[src/hdl/swseg_pkg.sv]
// Shared types, constants and the segment table for the stopwatch display driver.
// Depends on nothing; every other module of the block imports it.
`timescale 1ns / 1ps
`default_nettype none

package swseg_pkg;

   localparam int DIGITS         = 4;
   localparam int BITS_PER_DIGIT = 16;
   localparam int CNT_W          = 6;

   // Reciprocal of 600 scaled by 2^26; exact for every 16-bit time.
   localparam logic [16:0] MIN_RECIP     = 17'd111849;
   localparam int          MIN_SHIFT     = 26;
   localparam logic [9:0]  TENTH_PER_MIN = 10'd600;

   // Reciprocal of 10 scaled by 2^11; exact for values below 1029.
   localparam logic [7:0]  DIV10_RECIP = 8'd205;
   localparam int          DIV10_SHIFT = 11;
   localparam logic [3:0]  DEC_BASE    = 4'd10;

   // Four segment bytes, element 0 is the leftmost digit.
   typedef logic [DIGITS-1:0][7:0] seg_set_type;

   // Active-low segment code; bit 7 is the dot, cleared when the dot is lit.
   function automatic logic [7:0] seg_code(input logic [3:0] digit, input logic dot);
      logic [7:0] plain;
      case (digit)
         4'd0: plain = 8'hC0;
         4'd1: plain = 8'hF9;
         4'd2: plain = 8'hA4;
         4'd3: plain = 8'hB0;
         4'd4: plain = 8'h99;
         4'd5: plain = 8'h92;
         4'd6: plain = 8'h82;
         4'd7: plain = 8'hD8;
         4'd8: plain = 8'h80;
         4'd9: plain = 8'h90;
         default: plain = 8'hC0;
      endcase
      return dot ? {1'b0, plain[6:0]} : plain;
   endfunction

endpackage

`default_nettype wire

[src/hdl/swseg_front.sv]
// Front end: accepts a request, splits the time into digits and encodes the segment bytes.
// Depends on swseg_pkg for the constants, the segment table and seg_set_type.
`timescale 1ns / 1ps
`default_nettype none

module swseg_front import swseg_pkg::*; (
   input  wire logic        clock,
   input  wire logic        reset,
   input  wire logic        req_valid,
   output logic             req_ready,
   input  wire logic [15:0] req_time_tenths,
   input  wire logic        req_display_mode,
   output logic             seg_valid,
   input  wire logic        seg_ready,
   output seg_set_type      seg_set
);

   logic        en;
   logic        v1_ff, v2_ff, v3_ff, v4_ff, v5_ff, v6_ff;
   logic        mode1_ff, mode2_ff, mode3_ff, mode4_ff, mode5_ff;
   logic [15:0] t1_ff, t2_ff;
   logic [6:0]  mins2_ff, mins3_ff;
   logic [9:0]  rem3_ff, rem4_ff;
   logic [3:0]  mt3_ff, mo4_ff, mo5_ff, mtm4_ff, mtm5_ff, tenths5_ff;
   logic [5:0]  st4_ff, st5_ff;
   logic [2:0]  sten5_ff;
   seg_set_type segs6_ff;

   logic [32:0] min_prod;
   logic [14:0] mt_prod;
   logic [17:0] st_prod;
   logic [13:0] sten_prod;
   logic [6:0]  mins2_in;
   logic [9:0]  rem3_in;
   logic [3:0]  mt3_in, mo4_in, mtm4_in, tenths5_in, sone;
   logic [5:0]  st4_in;
   logic [2:0]  sten5_in;
   seg_set_type segs6_in;

   // The whole pipeline moves together; it only holds while the result waits.
   assign en        = !v6_ff || seg_ready;
   assign req_ready = en;
   assign seg_valid = v6_ff;
   assign seg_set   = segs6_ff;

   always_comb begin
      min_prod   = 33'(t1_ff) * 33'(MIN_RECIP);
      mins2_in   = min_prod[MIN_SHIFT +: 7];

      rem3_in    = 10'(t2_ff - 16'(mins2_ff) * 16'(TENTH_PER_MIN));
      mt_prod    = 15'(mins2_ff) * 15'(DIV10_RECIP);
      mt3_in     = mt_prod[DIV10_SHIFT +: 4];

      st_prod    = 18'(rem3_ff) * 18'(DIV10_RECIP);
      st4_in     = st_prod[DIV10_SHIFT +: 6];
      mo4_in     = 4'(mins3_ff - 7'(mt3_ff) * 7'(DEC_BASE));
      // A hundred minutes or more wraps the tens digit.
      mtm4_in    = (mt3_ff == DEC_BASE) ? 4'd0 : mt3_ff;

      tenths5_in = 4'(rem4_ff - 10'(st4_ff) * 10'(DEC_BASE));
      sten_prod  = 14'(st4_ff) * 14'(DIV10_RECIP);
      sten5_in   = sten_prod[DIV10_SHIFT +: 3];

      sone       = 4'(st5_ff - 6'(sten5_ff) * 6'(DEC_BASE));
      if (!mode5_ff) begin
         segs6_in[0] = seg_code(mo5_ff, 1'b1);
         segs6_in[1] = seg_code({1'b0, sten5_ff}, 1'b0);
         segs6_in[2] = seg_code(sone, 1'b1);
         segs6_in[3] = seg_code(tenths5_ff, 1'b0);
      end else begin
         segs6_in[0] = seg_code(mtm5_ff, 1'b0);
         segs6_in[1] = seg_code(mo5_ff, 1'b1);
         segs6_in[2] = seg_code({1'b0, sten5_ff}, 1'b0);
         segs6_in[3] = seg_code(sone, 1'b0);
      end
   end

   always_ff @(posedge clock) begin
      if (reset) begin
         v1_ff <= 1'b0;
         v2_ff <= 1'b0;
         v3_ff <= 1'b0;
         v4_ff <= 1'b0;
         v5_ff <= 1'b0;
         v6_ff <= 1'b0;
      end else if (en) begin
         v1_ff <= req_valid;
         v2_ff <= v1_ff;
         v3_ff <= v2_ff;
         v4_ff <= v3_ff;
         v5_ff <= v4_ff;
         v6_ff <= v5_ff;
      end
   end

   always_ff @(posedge clock) begin
      if (en) begin
         t1_ff      <= req_time_tenths;
         mode1_ff   <= req_display_mode;
         t2_ff      <= t1_ff;
         mode2_ff   <= mode1_ff;
         mins2_ff   <= mins2_in;
         mode3_ff   <= mode2_ff;
         mins3_ff   <= mins2_ff;
         rem3_ff    <= rem3_in;
         mt3_ff     <= mt3_in;
         mode4_ff   <= mode3_ff;
         rem4_ff    <= rem3_ff;
         st4_ff     <= st4_in;
         mo4_ff     <= mo4_in;
         mtm4_ff    <= mtm4_in;
         mode5_ff   <= mode4_ff;
         st5_ff     <= st4_ff;
         sten5_ff   <= sten5_in;
         tenths5_ff <= tenths5_in;
         mo5_ff     <= mo4_ff;
         mtm5_ff    <= mtm4_ff;
         segs6_ff   <= segs6_in;
      end
   end

endmodule

`default_nettype wire

[src/hdl/swseg_fifo.sv]
// Short queue of encoded digit sets between the front end and the serializer.
// Depends on swseg_pkg for seg_set_type.
`timescale 1ns / 1ps
`default_nettype none

module swseg_fifo import swseg_pkg::*; #(
   parameter int DEPTH = 2
) (
   input  wire logic        clock,
   input  wire logic        reset,
   input  wire logic        in_valid,
   output logic             in_ready,
   input  wire seg_set_type in_data,
   output logic             out_valid,
   input  wire logic        out_ready,
   output seg_set_type      out_data
);

   localparam int AW = (DEPTH > 1) ? $clog2(DEPTH) : 1;
   localparam int CW = $clog2(DEPTH + 1);

   seg_set_type    mem_ff [DEPTH];
   logic [AW-1:0]  wr_ptr_ff, rd_ptr_ff, wr_ptr_in, rd_ptr_in;
   logic [CW-1:0]  cnt_ff, cnt_in;
   logic           push, pop;

   assign in_ready  = (cnt_ff != CW'(DEPTH));
   assign out_valid = (cnt_ff != CW'(0));
   assign out_data  = mem_ff[rd_ptr_ff];
   assign push      = in_valid && in_ready;
   assign pop       = out_valid && out_ready;

   always_comb begin
      wr_ptr_in = wr_ptr_ff;
      rd_ptr_in = rd_ptr_ff;
      cnt_in    = cnt_ff;
      if (push) begin
         wr_ptr_in = (wr_ptr_ff == AW'(DEPTH - 1)) ? AW'(0) : wr_ptr_ff + AW'(1);
      end
      if (pop) begin
         rd_ptr_in = (rd_ptr_ff == AW'(DEPTH - 1)) ? AW'(0) : rd_ptr_ff + AW'(1);
      end
      if (push && !pop) begin
         cnt_in = cnt_ff + CW'(1);
      end else if (pop && !push) begin
         cnt_in = cnt_ff - CW'(1);
      end
   end

   always_ff @(posedge clock) begin
      if (reset) begin
         wr_ptr_ff <= '0;
         rd_ptr_ff <= '0;
         cnt_ff    <= '0;
      end else begin
         wr_ptr_ff <= wr_ptr_in;
         rd_ptr_ff <= rd_ptr_in;
         cnt_ff    <= cnt_in;
      end
   end

   always_ff @(posedge clock) begin
      if (push) begin
         mem_ff[wr_ptr_ff] <= in_data;
      end
   end

endmodule

`default_nettype wire

[src/hdl/swseg_serial.sv]
// Back end: shifts out each digit's segment byte and position byte, one bit per result.
// Depends on swseg_pkg for seg_set_type and the counter width CNT_W.
`timescale 1ns / 1ps
`default_nettype none

module swseg_serial import swseg_pkg::*; (
   input  wire logic        clock,
   input  wire logic        reset,
   input  wire logic        q_valid,
   output logic             q_ready,
   input  wire seg_set_type q_data,
   output logic             rsp_valid,
   input  wire logic        rsp_ready,
   output logic             rsp_serial_bit,
   output logic             rsp_latch_after,
   output logic             rsp_last
);

   logic             valid_ff, valid_in;
   logic [CNT_W-1:0] cnt_ff, cnt_in;
   seg_set_type      segs_ff;
   logic             fire, at_last, load;
   logic [1:0]       digit;
   logic [3:0]       bit_idx;
   logic [15:0]      word;

   assign digit   = cnt_ff[5:4];
   assign bit_idx = cnt_ff[3:0];
   assign word    = {segs_ff[digit], 8'b1 << digit};
   assign at_last = &cnt_ff;
   assign fire    = valid_ff && rsp_ready;
   assign q_ready = !valid_ff || (fire && at_last);
   assign load    = q_valid && q_ready;

   assign rsp_valid       = valid_ff;
   // Inverting the bit index walks the word from the MSB down.
   assign rsp_serial_bit  = word[~bit_idx];
   assign rsp_latch_after = &bit_idx;
   assign rsp_last        = at_last;

   always_comb begin
      valid_in = valid_ff;
      cnt_in   = cnt_ff;
      if (load) begin
         valid_in = 1'b1;
         cnt_in   = '0;
      end else if (fire) begin
         valid_in = !at_last;
         cnt_in   = cnt_ff + CNT_W'(1);
      end
   end

   always_ff @(posedge clock) begin
      if (reset) begin
         valid_ff <= 1'b0;
         cnt_ff   <= '0;
      end else begin
         valid_ff <= valid_in;
         cnt_ff   <= cnt_in;
      end
   end

   always_ff @(posedge clock) begin
      if (load) begin
         segs_ff <= q_data;
      end
   end

endmodule

`default_nettype wire

[src/hdl/stopwatch_time_to_segment_serial.sv]
// Stopwatch time to seven-segment serial stream, top level.
// The first result bit is offered once a request has passed the front-end pipeline, the queue and the serializer.
// Throughput: 64 result bits per request, one per cycle from the serializer while rsp_ready is high;
// bits of consecutive requests follow with no gap when the next digit set is already queued.
// Reset clears the pipeline valid bits, the queue pointers and the bit counter.
// Depends on swseg_pkg, swseg_front, swseg_fifo and swseg_serial.
`timescale 1ns / 1ps
`default_nettype none

module stopwatch_time_to_segment_serial import swseg_pkg::*; #(
   parameter int QUEUE_DEPTH = 2
) (
   input  wire logic        clock,
   input  wire logic        reset,
   input  wire logic        req_valid,
   output logic             req_ready,
   input  wire logic [15:0] req_time_tenths,
   input  wire logic        req_display_mode,
   output logic             rsp_valid,
   input  wire logic        rsp_ready,
   output logic             rsp_serial_bit,
   output logic             rsp_latch_after,
   output logic             rsp_last
);

   logic        front_valid, front_ready;
   seg_set_type front_set;
   logic        queue_valid, queue_ready;
   seg_set_type queue_set;

   swseg_front u_front (
      .clock            (clock),
      .reset            (reset),
      .req_valid        (req_valid),
      .req_ready        (req_ready),
      .req_time_tenths  (req_time_tenths),
      .req_display_mode (req_display_mode),
      .seg_valid        (front_valid),
      .seg_ready        (front_ready),
      .seg_set          (front_set)
   );

   swseg_fifo #(
      .DEPTH (QUEUE_DEPTH)
   ) u_fifo (
      .clock     (clock),
      .reset     (reset),
      .in_valid  (front_valid),
      .in_ready  (front_ready),
      .in_data   (front_set),
      .out_valid (queue_valid),
      .out_ready (queue_ready),
      .out_data  (queue_set)
   );

   swseg_serial u_serial (
      .clock           (clock),
      .reset           (reset),
      .q_valid         (queue_valid),
      .q_ready         (queue_ready),
      .q_data          (queue_set),
      .rsp_valid       (rsp_valid),
      .rsp_ready       (rsp_ready),
      .rsp_serial_bit  (rsp_serial_bit),
      .rsp_latch_after (rsp_latch_after),
      .rsp_last        (rsp_last)
   );

endmodule

`default_nettype wire

[config.mk]
export PLATFORM = sky130hd
export DESIGN_NAME = stopwatch_time_to_segment_serial
export DESIGN_NICKNAME = d
export VERILOG_FILES = /design/src/hdl/swseg_pkg.sv /design/src/hdl/swseg_front.sv /design/src/hdl/swseg_fifo.sv /design/src/hdl/swseg_serial.sv /design/src/hdl/stopwatch_time_to_segment_serial.sv
export SDC_FILE = /design/constraint.sdc
export NUM_CORES = 1
export LEC_CHECK = 0
export BUFFER_PORTS_ARGS = -buffer_cell sky130_fd_sc_hd__buf_2
export CORE_UTILIZATION = 50
export DETAILED_ROUTE_END_ITERATION = 10
export GPL_ROUTABILITY_DRIVEN = 0
export HOLD_SLACK_MARGIN = 0.1
export PLACE_DENSITY_LB_ADDON = 0.2
export SYNTH_ARGS = -nofsm -noshare
export SYNTH_HDL_FRONTEND = slang
export SYNTH_HIERARCHICAL = 1
export SYNTH_SLANG_ARGS = --single-unit
[constraint.sdc]
create_clock -name clock -period 8.8 [get_ports clock]
set_input_delay 0.44 -clock clock [delete_from_list [all_inputs] [get_ports clock]]
set_output_delay 0.44 -clock clock [all_outputs]
set_load 0.01 [all_outputs]
==> metrics.json, run 1 <==
{
  "run_status": {
    "outcome": "finished, final reports clean"
  },
  "critical_path": {
    "critical_path_class": "reg2reg",
    "largest_incremental_delay_on_the_critical_path_ns": 0.56,
    "cpMostUsedCell": "sky130_fd_sc_hd__fa_1",
    "worst_setup_path_startpoint": "u_front/t1_ff[14]",
    "critical_path.endpoint_type": "flop",
    "regToRegStartpoint": "u_front/t1_ff[14]",
    "r2r_end": "u_front/mins2_ff[4]",
    "timing.critical_path.required_ns": 9.13,
    "slowest_stage": "sky130_fd_sc_hd__fa_1",
    "worst-r2r-cell-count": 18,
    "worstSetupEndpoint": "u_front/mins2_ff[4]",
    "crit_chain": "fa_1 > fa_1 > inv_1 > fa_1 > fa_1 > inv_1 > fa_1 > inv_1 > fa_1 > inv_1 > ha_1 > nand4_1 > nor4_1 > nand2_1 > a21oi_1 > a2111oi_2 > o21ai_1 > a22oi_2",
    "cp_top_family": "adder cells",
    "timing.critical_path.from_type": "flop",
    "crit_arrival_ns": 6.13,
    "timing.critical_path.buf_inv": 4,
    "crit_fanout": 7,
    "worstSetupPathDepth": 18,
    "flop_to_flop_setup_slack_ns": 3.00
  },
  "route": {
    "detail_route.iter0.violations": 390,
    "detail-route-antenna-nets": 0,
    "vias_per_cell": 5.073,
    "routedWlPerCell_um": 15.86,
    "detail_route.drc_violations": 0,
    "detailedRoute.firstPassIterationCount": 4,
    "via_total_after_detailed_routing": 10060,
    "totalWireLength_mm": 31.43
  },
  "cts": {
    "worstSkewPairLatency_ns": 0.58,
    "htree_num_levels": 1,
    "tritoncts": "done",
    "cts_buffers": 29,
    "root_buffer": "sky130_fd_sc_hd__clkbuf_16",
    "postCtsSetupRepairBufs": 0,
    "cts.path.max_buffers": 3,
    "cts-hold-fix-buffers": 18,
    "clock_sink_count": 265,
    "clkTransAtPathRegs_ns": 0.06,
    "post_cts.resized_instances": 0
  },
  "floorplanning": {
    "floorplan.initialDensity_pct": 50.85,
    "design.portCount": 26,
    "die_height_um": 192.2,
    "core-area_um2": 35570,
    "dieWidth_um": 192.2,
    "die-area_um2": 36940,
    "rows": 69
  },
  "synth": {
    "ranking_of_synthesized_cells_by_area": "sky130_fd_sc_hd__edfxtp_1, sky130_fd_sc_hd__ha_1, sky130_fd_sc_hd__fa_1",
    "yosysUniqueCellTypes": 67,
    "synthMostInstantiatedCell": "sky130_fd_sc_hd__inv_1",
    "synth_top_flop_cell": "sky130_fd_sc_hd__edfxtp_1",
    "simple_logic_cell_fraction_of_the_synthesized_area_pct": 4.428,
    "yosysTopAreaCellShare_pct": 36.36,
    "yosys.area_share.adder_pct": 34.02,
    "synth_area_in_compound_gates_pct": 5.230,
    "ys_ff_latch": 265,
    "yosys-top-cells-count": "sky130_fd_sc_hd__inv_1, sky130_fd_sc_hd__ha_1, sky130_fd_sc_hd__edfxtp_1",
    "syn-num-nets": 1873,
    "main_combinational_cell_family_by_area_after_synthesis": "adder cells",
    "post_synth_inst_count": 1440,
    "avg_cell_area_syn_um2": 12.56,
    "post_synth_xor_area_fraction_pct": 3.051,
    "post_synthesis_sequential_area_ratio_pct": 41.45,
    "number_of_flops_mapped_to_enable_cells_by_yosys": 219,
    "synth-warning-count": 6,
    "synth_area_leader_cell": "sky130_fd_sc_hd__edfxtp_1",
    "synthesis.area_um2": 18090,
    "async_flop_share_pct": 0,
    "synthMuxAreaShare_pct": 5.092
  },
  "timing": {
    "achievable-frequency_mhz": 172.4,
    "worst-slew-pin-transition_ns": 1.020,
    "setup_viol": 0,
    "whs_ns": 0.1967,
    "final-max-slew-violation-count": 0,
    "part_of_the_cycle_the_worst_path_needs_pct": 65.90,
    "min_period_ns": 5.799,
    "max_slew_headroom_pct": 32.00,
    "hold_viol": 0,
    "final.setup_skew_ns": 0.02535,
    "setup_tns_ns": 0,
    "setup_repair_after_global_routing_missed_its_margin": "false"
  },
  "cells_and_area": {
    "diodes_inserted": 0,
    "stdcell_area_um2": 19860,
    "layout-drive-gt1-share_pct": 9.993,
    "area_growth_pct": 9.816,
    "num-fill-cells": 3003,
    "design.final.nets": 1931
  },
  "place": {
    "detailed_place_hpwl_mm": 24.30,
    "dpl_cell_area_um2": 18710,
    "io_buffer_count": 25
  },
  "global_routing": {
    "groute.usage.overall_pct": 18.20,
    "antenna_found_initial": 0,
    "grt_pass1_wl_mm": 52.87,
    "grt_max_degree": 84,
    "global_route.overflow_total": 0,
    "via_count_of_the_first_global_routing_pass": 10780
  },
  "worst_hold_path": {
    "hold_path_startpoint": "rsp_ready",
    "hp-class": "in2reg"
  },
  "run": {
    "max_cap_violations": 0
  }
}
[layer usage]
layer	global-route usage, %	part of all wire (%)	vias up
li1	-	-	4991
met1	22.10	44	4894
met2	33.26	51	119
met3	2.869	3.0	51
met4	4.876	2.6	0
met5	0	0	-
[logic make-up after synthesis]
kind of cell / count (synthesis)
buffers and inverters: 312
and+or+nand+nor: 172
adders and majority gates: 412
AOI/OAI and AO/OA: 139
xor gates and xnor gates: 63
DFF: 265
muxes: 76
other: 1
[worst register-to-register path: cells and delay by family (launching register included)]
family	cells	cell delay (ns)
fa+ha+maj	7	3.51
compound gates	4	0.53
buf+inv	4	0.22
flops	1	0.52
simple gates	3	0.77
[placed cells by master (no fill, tap or decap), types with 4 or more instances in the layout]
master                          count
sky130_fd_sc_hd__a21boi_0           7
sky130_fd_sc_hd__a21o_1            17
sky130_fd_sc_hd__a21oi_1           41
sky130_fd_sc_hd__and2_1             6
sky130_fd_sc_hd__and3_1             5
sky130_fd_sc_hd__buf_2             25
sky130_fd_sc_hd__buf_4              5
sky130_fd_sc_hd__clkbuf_1           7
sky130_fd_sc_hd__clkbuf_16         29
sky130_fd_sc_hd__clkbuf_8           5
sky130_fd_sc_hd__dfxtp_1           45
sky130_fd_sc_hd__dlygate4sd3_1     18
sky130_fd_sc_hd__edfxtp_1         219
sky130_fd_sc_hd__fa_1             133
sky130_fd_sc_hd__ha_1             279
sky130_fd_sc_hd__inv_1            290
sky130_fd_sc_hd__inv_6              4
sky130_fd_sc_hd__mux2_2            49
sky130_fd_sc_hd__mux2i_1           17
sky130_fd_sc_hd__nand2_1           67
sky130_fd_sc_hd__nand2b_1           4
sky130_fd_sc_hd__nand3_1           11
sky130_fd_sc_hd__nand4_1            7
sky130_fd_sc_hd__nor2_1            40
sky130_fd_sc_hd__nor2b_1            4
sky130_fd_sc_hd__nor3_1            10
sky130_fd_sc_hd__o21a_1             6
sky130_fd_sc_hd__o21ai_0           19
sky130_fd_sc_hd__o21ai_1            4
sky130_fd_sc_hd__o21bai_1           5
sky130_fd_sc_hd__o22ai_1            6
sky130_fd_sc_hd__o31ai_1            6
sky130_fd_sc_hd__or2_2              6
sky130_fd_sc_hd__xnor2_1           36
sky130_fd_sc_hd__xor2_1            27
[through the flow]
| step | worst slack, ns | util, % | instances |
|---|---|---|---|
| 2_1_floorplan | 2.875 | - | 1440 |
| 6_report | 3.001 | 55.84 | 1982 |
| 3_5_place_dp | 3.037 | 52.61 | 1910 |
| 3_3_place_gp | 3.176 | 52.61 | 1910 |
| 4_1_cts | 3.006 | 55.84 | 1982 |
| 5_1_grt | 2.745 | 55.84 | 1982 |
[layout make-up]
class	count	area [um^2]	area share [%]
tap	461	576.8	2.904
clock buffer	41	820.8	4.133
timing repair buffer	48	342.8	1.726
multi-input combinational	863	9379	47.22
inverter	291	1097	5.525
sequential	265	7498	37.75
clock inverter	13	146.4	0.7371
[worst min path at each step]
stage	endpoint	depth (start not counted)
3_5_place_dp	u_front/rem3_ff[2]	0
3_3_place_gp	u_front/rem3_ff[0]	0
6_report	u_serial/cnt_ff[1]	3
4_1_cts	u_serial/cnt_ff[1]	3
5_1_grt	u_serial/cnt_ff[1]	3
2_1_floorplan	u_front/mo4_ff[0]	0
Power of run 1 is left out: the tool's default activity adds up to more than one toggle a clock period on the data nets, which glitch-free logic cannot reach.
==> run 2, diff against run 1 <==
--- a/config.mk
+++ b/config.mk
@@ -5,6 +5,7 @@
 export SDC_FILE = /design/constraint.sdc
 export NUM_CORES = 1
 export LEC_CHECK = 0
+export ABC_AREA = 1
 export BUFFER_PORTS_ARGS = -buffer_cell sky130_fd_sc_hd__buf_2
 export CORE_UTILIZATION = 50
 export DETAILED_ROUTE_END_ITERATION = 10
==> constraint.sdc (replaced) <==
create_clock -name clock -period 6 [get_ports clock]
set_input_delay 0.3 -clock clock [delete_from_list [all_inputs] [get_ports clock]]
set_output_delay 0.3 -clock clock [all_outputs]
set_load 0.01 [all_outputs]
==> run 2 against run 1 <==
Compared with the run above:
- via count grew 21%
- routed wire length increased by 13%
- die area up 6.9%
- worst hold slack better by 0.22 ns
- critical path depth did not move
- worst setup slack lost 2.4 ns
- synthesized area is 7.0% higher
- first-iteration DRC count up 53%
- clock skew shrank 0.0040 ns
- flip-flop and latch count unchanged
- sequential share of layout area fell by 2.3 points
- critical path type unchanged
==> metrics.json, run 2 <==
{
  "run": {
    "max_cap_violations": {"value": 0, "change": "unchanged"}
  },
  "global_routing": {
    "via_count_of_the_first_global_routing_pass": {"value": 12810, "change": "+19%"},
    "global_route.overflow_total": {"value": 0, "change": "unchanged"},
    "grt_pass1_wl": {"value": 60.74, "unit": "mm", "change": "+15%"},
    "grt_max_degree": {"value": 106, "change": "+26%"},
    "antenna_found_initial": {"value": 0, "change": "unchanged"},
    "groute.usage.overall": {"value": 19.33, "unit": "%", "change": "+1.1 points"}
  },
  "cts": {
    "root_buffer": "sky130_fd_sc_hd__clkbuf_16",
    "tritoncts": "done",
    "cts-hold-fix-buffers": {"value": 21, "change": "+3"},
    "cts_buffers": {"value": 29, "change": "unchanged"},
    "cts.path.max_buffers": {"value": 3, "change": "unchanged"},
    "post_cts.resized_instances": {"value": 0, "change": "unchanged"},
    "htree_num_levels": {"value": 1, "change": "unchanged"},
    "clock_sink_count": {"value": 265, "change": "unchanged"},
    "clkTransAtPathRegs": {"value": 0.06, "unit": "ns", "change": "about the same"},
    "worstSkewPairLatency": {"value": 0.58, "unit": "ns", "change": "about the same"},
    "postCtsSetupRepairBufs": {"value": 0, "change": "unchanged"}
  },
  "cells_and_area": {
    "layout_common_cells": "sky130_fd_sc_hd__inv_1, sky130_fd_sc_hd__nand2_1, sky130_fd_sc_hd__ha_1",
    "diodes_inserted": {"value": 0, "change": "unchanged"},
    "design.final.nets": {"value": 2340, "change": "+21%"},
    "num-fill-cells": {"value": 3349, "change": "+12%"},
    "post_layout_nonfiller_instances": {"value": 2440, "change": "+23%"},
    "layout-drive-gt1-share": {"value": 8.087, "unit": "%", "change": "-1.9 points"},
    "area_growth_pct": 9.262,
    "stdcell_area": {"value": 21140, "unit": "um^2", "change": "+6.4%"},
    "final_common_cell": "sky130_fd_sc_hd__inv_1"
  },
  "run_status": {
    "outcome": "finished, final reports clean"
  },
  "critical_path": {
    "worst_setup_path_startpoint": "u_front/t1_ff[14]",
    "worstSetupEndpoint": "u_front/mins2_ff[1]",
    "flop_to_flop_setup_slack": {"value": 0.59, "unit": "ns", "change": "-2.41 ns"},
    "crit_fanout": {"value": 7, "change": "unchanged"},
    "r2r_end": "u_front/mins2_ff[1]",
    "critical_path_class": "reg2reg",
    "regToRegStartpoint": "u_front/t1_ff[14]",
    "timing.critical_path.from_type": "flop",
    "crit_arrival": {"value": 5.75, "unit": "ns", "change": "-0.38 ns"},
    "critical_path.endpoint_type": "flop",
    "timing.critical_path.required": {"value": 6.34, "unit": "ns", "change": "-2.79 ns"},
    "worst-r2r-cell-count": {"value": 18, "change": "unchanged"}
  },
  "floorplanning": {
    "core-area": {"value": 37840, "unit": "um^2", "change": "+6.4%"},
    "die-area": {"value": 39480, "unit": "um^2", "change": "+6.9%"},
    "design.portCount": {"value": 26, "change": "unchanged"},
    "die_height": {"value": 198.7, "unit": "um", "change": "+3.4%"},
    "rows": {"value": 71, "change": "+2.9%"},
    "dieWidth": {"value": 198.7, "unit": "um", "change": "+3.4%"},
    "floorplan.initialDensity": {"value": 51.12, "unit": "%", "change": "+0.27 points"}
  },
  "timing": {
    "setup_repair_after_global_routing_missed_its_margin": "false",
    "min_period": {"value": 5.412, "unit": "ns", "change": "-0.3868 ns"},
    "part_of_the_cycle_the_worst_path_needs": {"value": 90.20, "unit": "%", "change": "+24 points"},
    "final.setup_skew": {"value": 0.02133, "unit": "ns", "change": "-0.004019 ns"},
    "achievable-frequency": {"value": 184.8, "unit": "MHz", "change": "+7.1%"},
    "final-max-slew-violation-count": {"value": 0, "change": "unchanged"},
    "setup_viol": {"value": 0, "change": "unchanged"},
    "hold_viol": {"value": 0, "change": "unchanged"},
    "max_slew_headroom": {"value": 34.78, "unit": "%", "change": "+2.8 points"},
    "worst-slew-pin-transition": {"value": 0.9782, "unit": "ns", "change": "-0.04171 ns"},
    "setup_tns": {"value": 0, "unit": "ns", "change": "unchanged"}
  },
  "route": {
    "routedWlPerCell": {"value": 14.51, "unit": "um", "change": "-8.5%"},
    "detail_route.iter0.violations": {"value": 596, "change": "+53%"},
    "via_total_after_detailed_routing": {"value": 12160, "change": "+21%"},
    "vias_per_cell": {"value": 4.982, "change": "-1.8%"},
    "detail-route-antenna-nets": {"value": 0, "change": "unchanged"},
    "detail_route.drc_violations": {"value": 0, "change": "unchanged"},
    "detailedRoute.firstPassIterationCount": {"value": 5, "change": "+1"},
    "totalWireLength": {"value": 35.41, "unit": "mm", "change": "+13%"}
  },
  "synth": {
    "synthMuxAreaShare": {"value": 2.561, "unit": "%", "change": "-2.5 points"},
    "number_of_flops_mapped_to_enable_cells_by_yosys": {"value": 219, "change": "unchanged"},
    "post_synth_inst_count": {"value": 1848, "change": "+28%"},
    "synth_area_leader_cell": "sky130_fd_sc_hd__edfxtp_1",
    "avg_cell_area_syn": {"value": 10.47, "unit": "um^2", "change": "-17%"},
    "synthMostInstantiatedCell": "sky130_fd_sc_hd__inv_1",
    "synth_area_in_compound_gates": {"value": 5.032, "unit": "%", "change": "-0.20 points"},
    "async_flop_share": {"value": 0, "unit": "%", "change": "unchanged"},
    "yosys.area_share.adder": {"value": 31.81, "unit": "%", "change": "-2.2 points"},
    "synthesis.area": {"value": 19340, "unit": "um^2", "change": "+7.0%"},
    "syn-num-nets": {"value": 2281, "change": "+22%"},
    "post_synthesis_sequential_area_ratio": {"value": 38.76, "unit": "%", "change": "-2.7 points"},
    "post_synth_xor_area_fraction": {"value": 1.895, "unit": "%", "change": "-1.2 points"},
    "yosys-top-cells-count": "sky130_fd_sc_hd__inv_1, sky130_fd_sc_hd__nand2_1, sky130_fd_sc_hd__ha_1",
    "synth-warning-count": {"value": 6, "change": "unchanged"},
    "ranking_of_synthesized_cells_by_area": "sky130_fd_sc_hd__edfxtp_1, sky130_fd_sc_hd__ha_1, sky130_fd_sc_hd__fa_1",
    "synth_top_flop_cell": "sky130_fd_sc_hd__edfxtp_1",
    "yosysUniqueCellTypes": {"value": 55, "change": "-18%"},
    "simple_logic_cell_fraction_of_the_synthesized_area": {"value": 11.58, "unit": "%", "change": "+7.2 points"},
    "ys_ff_latch": {"value": 265, "change": "unchanged"},
    "main_combinational_cell_family_by_area_after_synthesis": "adder cells",
    "yosysTopAreaCellShare": {"value": 34.00, "unit": "%", "change": "-2.4 points"}
  },
  "place": {
    "place.detailed.instances": {"value": 2366, "change": "+24%"},
    "detailed_place_hpwl": {"value": 27.62, "unit": "mm", "change": "+14%"},
    "dpl_cell_area": {"value": 19970, "unit": "um^2", "change": "+6.7%"},
    "io_buffer_count": {"value": 25, "change": "unchanged"}
  },
  "worst_hold_path": {
    "hp-class": "reg2reg"
  }
}
-- run 2: cell types whose count changed in the layout (fill, tap and decap cells not counted), moves of 17 or more --
cell                      delta
sky130_fd_sc_hd__inv_1      +84
sky130_fd_sc_hd__nor2_1     +53
sky130_fd_sc_hd__mux2i_1    -17
sky130_fd_sc_hd__mux2_2     -47
sky130_fd_sc_hd__xnor2_1    -22
sky130_fd_sc_hd__a21oi_1    +22
sky130_fd_sc_hd__nand3_1    +55
sky130_fd_sc_hd__o21ai_0    +44
sky130_fd_sc_hd__mux2_4     +28
sky130_fd_sc_hd__nand2_1   +233
-- run 2: critical path: stages (launching register included) --
cell and delay [ns]:
sky130_fd_sc_hd__edfxtp_1 0.52, sky130_fd_sc_hd__fa_1 0.54, sky130_fd_sc_hd__fa_1 0.51, sky130_fd_sc_hd__inv_1 0.06
sky130_fd_sc_hd__fa_1 0.50, sky130_fd_sc_hd__fa_1 0.55, sky130_fd_sc_hd__inv_1 0.06, sky130_fd_sc_hd__fa_1 0.54
sky130_fd_sc_hd__inv_1 0.06, sky130_fd_sc_hd__fa_1 0.53, sky130_fd_sc_hd__inv_1 0.04, sky130_fd_sc_hd__ha_1 0.31
sky130_fd_sc_hd__a21o_1 0.20, sky130_fd_sc_hd__a21boi_0 0.24, sky130_fd_sc_hd__nor2_1 0.08, sky130_fd_sc_hd__nor3b_1 0.26
sky130_fd_sc_hd__nand2_1 0.09, sky130_fd_sc_hd__nand2_1 0.06, sky130_fd_sc_hd__nand2_1 0.04
-- run 2: cells by family after synthesis --
| kind of cell | after synthesis |
|---|---|
| AOI/OAI and AO/OA | 170 |
| xor gates and xnor gates | 41 |
| adders and majority gates | 412 |
| buffers and inverters | 402 |
| DFF | 265 |
| muxes | 33 |
| other | 1 |
| and+or+nand+nor | 524 |
-- run 2: metal layers --
metal	vias up	wire length [um]	global-route usage, %	share of wire, %
met2	150	17190	34.30	49
met3	45	1136	2.730	3.2
met5	-	0	0	0
met4	0	806	5.556	2.3
li1	6132	-	-	-
met1	5829	16280	24.43	46
-- run 2: final cells by class --
type	instances	area, um^2	area share (%)
sequential	265	7498	35.48
clock buffer	31	743.2	3.516
multi-input combinational	1181	10240	48.44
clock inverter	22	214.0	1.012
inverter	379	1430	6.766
timing repair buffer	51	372.9	1.764
tap	511	639.4	3.025
-- run 2: metrics by stage --
stage               setup WS, ns  hold slack (ns)  util (%)
floorplan                 0.8887           0.3691         -
global placement          0.6615           0.4009     52.77
detailed placement        0.5968           0.4045     52.77
CTS                       0.5749           0.3964     55.85
global route              0.2376           0.4162     55.85
finish                    0.5877           0.4197     55.85
-- run 2: worst min-delay path by stage --
stage	endpoint	cells after the start	startpoint	slack, ns
2_1_floorplan	u_front/seg_valid	1	reset	0.37
3_3_place_gp	u_front/rem3_ff[0]	0	u_front/t2_ff[0]	0.40
3_5_place_dp	u_front/mode4_ff	0	u_front/mode3_ff	0.40
4_1_cts	u_front/t1_ff[0]	2	req_time_tenths[0]	0.40
5_1_grt	u_front/t1_ff[2]	2	req_time_tenths[2]	0.42
6_report	u_front/mode4_ff	0	u_front/mode3_ff	0.42
Power of run 2 is left out for the same reason.
==> run 3, diff against run 2 <==
--- a/config.mk
+++ b/config.mk
@@ -14,5 +14,4 @@
 export PLACE_DENSITY_LB_ADDON = 0.2
 export SYNTH_ARGS = -nofsm -noshare
 export SYNTH_HDL_FRONTEND = slang
-export SYNTH_HIERARCHICAL = 1
 export SYNTH_SLANG_ARGS = --single-unit
==> run 3 against run 2 <==
Compared with the run above:
- final area decreased by 2.7%
- register-to-register slack improved by 0.07 ns
- critical path type unchanged
- synthesized cell count rose by 1.1%
- highest routed layer unchanged
- die area decreased by 2.9%
- worst hold slack got worse by 0.23 ns
- global-route usage up 0.61 points
- largest cell class unchanged
- first-iteration DRC count is 11% higher
- fmax rose by 1.4%
==> metrics.json, run 3 <==
{
  "run": {
    "max_cap_violations": {"value": 0, "change": "unchanged"}
  },
  "global_routing": {
    "antenna_found_initial": {"value": 0, "change": "unchanged"},
    "global_route.overflow_total": {"value": 0, "change": "unchanged"},
    "via_count_of_the_first_global_routing_pass": {"value": 12920, "change": "+0.82%"},
    "grt_pass1_wl": {"value": 61.80, "unit": "mm", "change": "+1.8%"},
    "grt_max_degree": {"value": 43, "change": "-59%"},
    "groute.usage.overall": {"value": 19.94, "unit": "%", "change": "+0.61 points"}
  },
  "route": {
    "detail_route.drc_violations": {"value": 0, "change": "unchanged"},
    "wl_met2": {"value": 17.29, "unit": "mm", "change": "+0.60%"},
    "via_total_after_detailed_routing": {"value": 12230, "change": "+0.57%"},
    "vias_per_cell": {"value": 5.047, "change": "+1.3%"},
    "detail-route-antenna-nets": {"value": 0, "change": "unchanged"},
    "detailedRoute.firstPassIterationCount": {"value": 5, "change": "unchanged"},
    "top_metal_layer_carrying_routed_signals": "met4",
    "totalWireLength": {"value": 35.58, "unit": "mm", "change": "+0.47%"},
    "detail_route.wirelength.met1": {"value": 15.90, "unit": "mm", "change": "-2.3%"},
    "dr_wl_met3": {"value": 1.287, "unit": "mm", "change": "+13%"},
    "routedWlPerCell": {"value": 14.69, "unit": "um", "change": "+1.2%"},
    "detail_route.iter0.violations": {"value": 661, "change": "+11%"}
  },
  "critical_path": {
    "flop_to_flop_setup_slack": {"value": 0.66, "unit": "ns", "change": "+0.07 ns"},
    "crit_fanout": {"value": 7, "change": "unchanged"},
    "crit_arrival": {"value": 5.66, "unit": "ns", "change": "-0.09 ns"},
    "timing.critical_path.from_type": "flop",
    "critical_path.endpoint_type": "flop",
    "critical_path_class": "reg2reg",
    "timing.critical_path.required": {"value": 6.32, "unit": "ns", "change": "-0.02 ns"}
  },
  "synth": {
    "post_synthesis_sequential_area_ratio": {"value": 38.85, "unit": "%", "change": "+0.099 points"},
    "yosys-top-cells-count": "sky130_fd_sc_hd__inv_1, sky130_fd_sc_hd__nand2_1, sky130_fd_sc_hd__ha_1",
    "yosysTopAreaCellShare": {"value": 34.06, "unit": "%", "change": "+0.062 points"},
    "ranking_of_synthesized_cells_by_area": "sky130_fd_sc_hd__edfxtp_1, sky130_fd_sc_hd__ha_1, sky130_fd_sc_hd__fa_1",
    "ys_ff_latch": {"value": 258, "change": "-2.6%"},
    "synth-warning-count": {"value": 0, "change": "-6"},
    "synthesis.area": {"value": 18780, "unit": "um^2", "change": "-2.9%"},
    "synth_top_flop_cell": "sky130_fd_sc_hd__edfxtp_1",
    "number_of_flops_mapped_to_enable_cells_by_yosys": {"value": 213, "change": "-2.7%"},
    "syn-num-nets": {"value": 2302, "change": "+0.92%"},
    "synth_area_leader_cell": "sky130_fd_sc_hd__edfxtp_1",
    "async_flop_share": {"value": 0, "unit": "%", "change": "unchanged"},
    "yosysUniqueCellTypes": {"value": 47, "change": "-15%"},
    "post_synth_inst_count": {"value": 1868, "change": "+1.1%"},
    "avg_cell_area_syn": {"value": 10.05, "unit": "um^2", "change": "-4.0%"},
    "synthMostInstantiatedCell": "sky130_fd_sc_hd__inv_1"
  },
  "cts": {
    "cts.path.max_buffers": {"value": 3, "change": "unchanged"},
    "cts_buffers": {"value": 29, "change": "unchanged"},
    "worstSkewPairLatency": {"value": 0.57, "unit": "ns", "change": "about the same"},
    "clkTransAtPathRegs": {"value": 0.06, "unit": "ns", "change": "about the same"},
    "post_cts.resized_instances": {"value": 0, "change": "unchanged"},
    "root_buffer": "sky130_fd_sc_hd__clkbuf_16",
    "clock_sink_count": {"value": 258, "change": "-2.6%"},
    "tritoncts": "done",
    "htree_num_levels": {"value": 1, "change": "unchanged"}
  },
  "timing": {
    "setup_repair_after_global_routing_missed_its_margin": "false",
    "final-max-slew-violation-count": {"value": 0, "change": "unchanged"},
    "worst-slew-pin-transition": {"value": 1.168, "unit": "ns", "change": "+0.1897 ns"},
    "hold_viol": {"value": 0, "change": "unchanged"},
    "final.setup_skew": {"value": 0.01899, "unit": "ns", "change": "-0.002342 ns"},
    "min_period": {"value": 5.339, "unit": "ns", "change": "-0.07376 ns"},
    "setup_tns": {"value": 0, "unit": "ns", "change": "unchanged"},
    "achievable-frequency": {"value": 187.3, "unit": "MHz", "change": "+1.4%"},
    "max_slew_headroom": {"value": 22.05, "unit": "%", "change": "-13 points"},
    "part_of_the_cycle_the_worst_path_needs": {"value": 88.98, "unit": "%", "change": "-1.2 points"},
    "setup_viol": {"value": 0, "change": "unchanged"}
  },
  "cells_and_area": {
    "design.final.nets": {"value": 2365, "change": "+1.1%"},
    "diodes_inserted": {"value": 0, "change": "unchanged"},
    "final_common_cell": "sky130_fd_sc_hd__inv_1",
    "area_growth_pct": 9.514,
    "layout-drive-gt1-share": {"value": 5.425, "unit": "%", "change": "-2.7 points"},
    "layout_common_cells": "sky130_fd_sc_hd__inv_1, sky130_fd_sc_hd__nand2_1, sky130_fd_sc_hd__ha_1"
  },
  "floorplanning": {
    "core-area": {"value": 36790, "unit": "um^2", "change": "-2.8%"},
    "die_height": {"value": 195.8, "unit": "um", "change": "-1.5%"},
    "floorplan.initialDensity": {"value": 51.05, "unit": "%", "change": "-0.063 points"},
    "design.portCount": {"value": 26, "change": "unchanged"},
    "die-area": {"value": 38340, "unit": "um^2", "change": "-2.9%"},
    "rows": {"value": 70, "change": "-1.4%"},
    "dieWidth": {"value": 195.8, "unit": "um", "change": "-1.5%"}
  },
  "place": {
    "io_buffer_count": {"value": 25, "change": "unchanged"},
    "detailed_place_hpwl": {"value": 28.23, "unit": "mm", "change": "+2.2%"}
  },
  "run_status": {
    "outcome": "finished, final reports clean"
  },
  "worst_hold_path": {
    "hp-class": "in2reg"
  }
}
[run 3: what timing repair did]
item / in CTS / in global routing
hold buffers: 20 / 0
setup endpoints to repair: 0 / 0
buffers inserted: 0 / 0
endpoints found under the hold margin: 24 / 0
[run 3: cell type report]
type                            count  area (um^2)
Tap cell                          468        585.6
Clock buffer                       36        762.0
Timing Repair Buffer               51        370.4
Fill cell                        3188        16220
Sequential cell                   258         7297
Clock inverter                     18        150.1
Multi-Input combinational cell   1200         9927
Inverter                          391         1475
[run 3: routing by layer]
layer / up-vias / track usage, %
li1: 6176 / -
met1: 5800 / 24.95
met2: 188 / 35.63
met3: 61 / 2.424
met4: 0 / 6.771
met5: - / 0
[run 3: logic make-up after synthesis]
kind of cell | count (synthesis) | synth area share (%)
AND/OR/NAND/NOR | 558 | 12.35
adder cells (fa/ha/maj) | 413 | 32.83
buffers and inverters | 410 | 8.341
flip-flops | 258 | 38.85
AO/OA/AOI/OAI | 187 | 5.663
XOR/XNOR | 42 | 1.959
[run 3: through the flow]
stage	setup WS (ns)	std cells	hold slack, ns	utilization, %	cell area (um^2)
final	0.6615	2422	0.1894	55.91	20570
after global routing	0.4326	2422	0.2105	55.91	20570
after CTS	0.6525	2422	0.1577	55.91	20570
after detailed placement	0.6545	2348	0.4045	52.89	19450
after global placement	0.7016	2348	0.4021	52.89	19450
after floorplan	0.9456	1868	0.3989	-	18780
[run 3: worst max-delay path, cell delays in order, from the launching register on]
cell and delay, ns:
sky130_fd_sc_hd__edfxtp_1 0.52, sky130_fd_sc_hd__fa_1 0.52, sky130_fd_sc_hd__fa_1 0.52, sky130_fd_sc_hd__inv_1 0.06, sky130_fd_sc_hd__fa_1 0.51, sky130_fd_sc_hd__fa_1 0.55, sky130_fd_sc_hd__inv_1 0.06, sky130_fd_sc_hd__fa_1 0.52
sky130_fd_sc_hd__inv_1 0.06, sky130_fd_sc_hd__fa_1 0.53, sky130_fd_sc_hd__inv_1 0.04, sky130_fd_sc_hd__ha_1 0.30, sky130_fd_sc_hd__nand2_1 0.13, sky130_fd_sc_hd__nor2_1 0.16, sky130_fd_sc_hd__nand2_1 0.10, sky130_fd_sc_hd__nor4_1 0.19
sky130_fd_sc_hd__o21ai_0 0.16, sky130_fd_sc_hd__nand4_1 0.11, sky130_fd_sc_hd__nand2_1 0.06
[run 3: worst paths after layout]
path                            cells past startpoint               from                   to
worst max register to register                     18  u_front.t1_ff[14]  u_front.mins2_ff[0]
worst max-delay path                               18  u_front.t1_ff[14]  u_front.mins2_ff[0]
worst min register to register                      0   u_front.t2_ff[2]   u_front.rem3_ff[2]
worst min-delay path                                4          rsp_ready   u_serial.cnt_ff[1]
Power of run 3 is left out for the same reason.
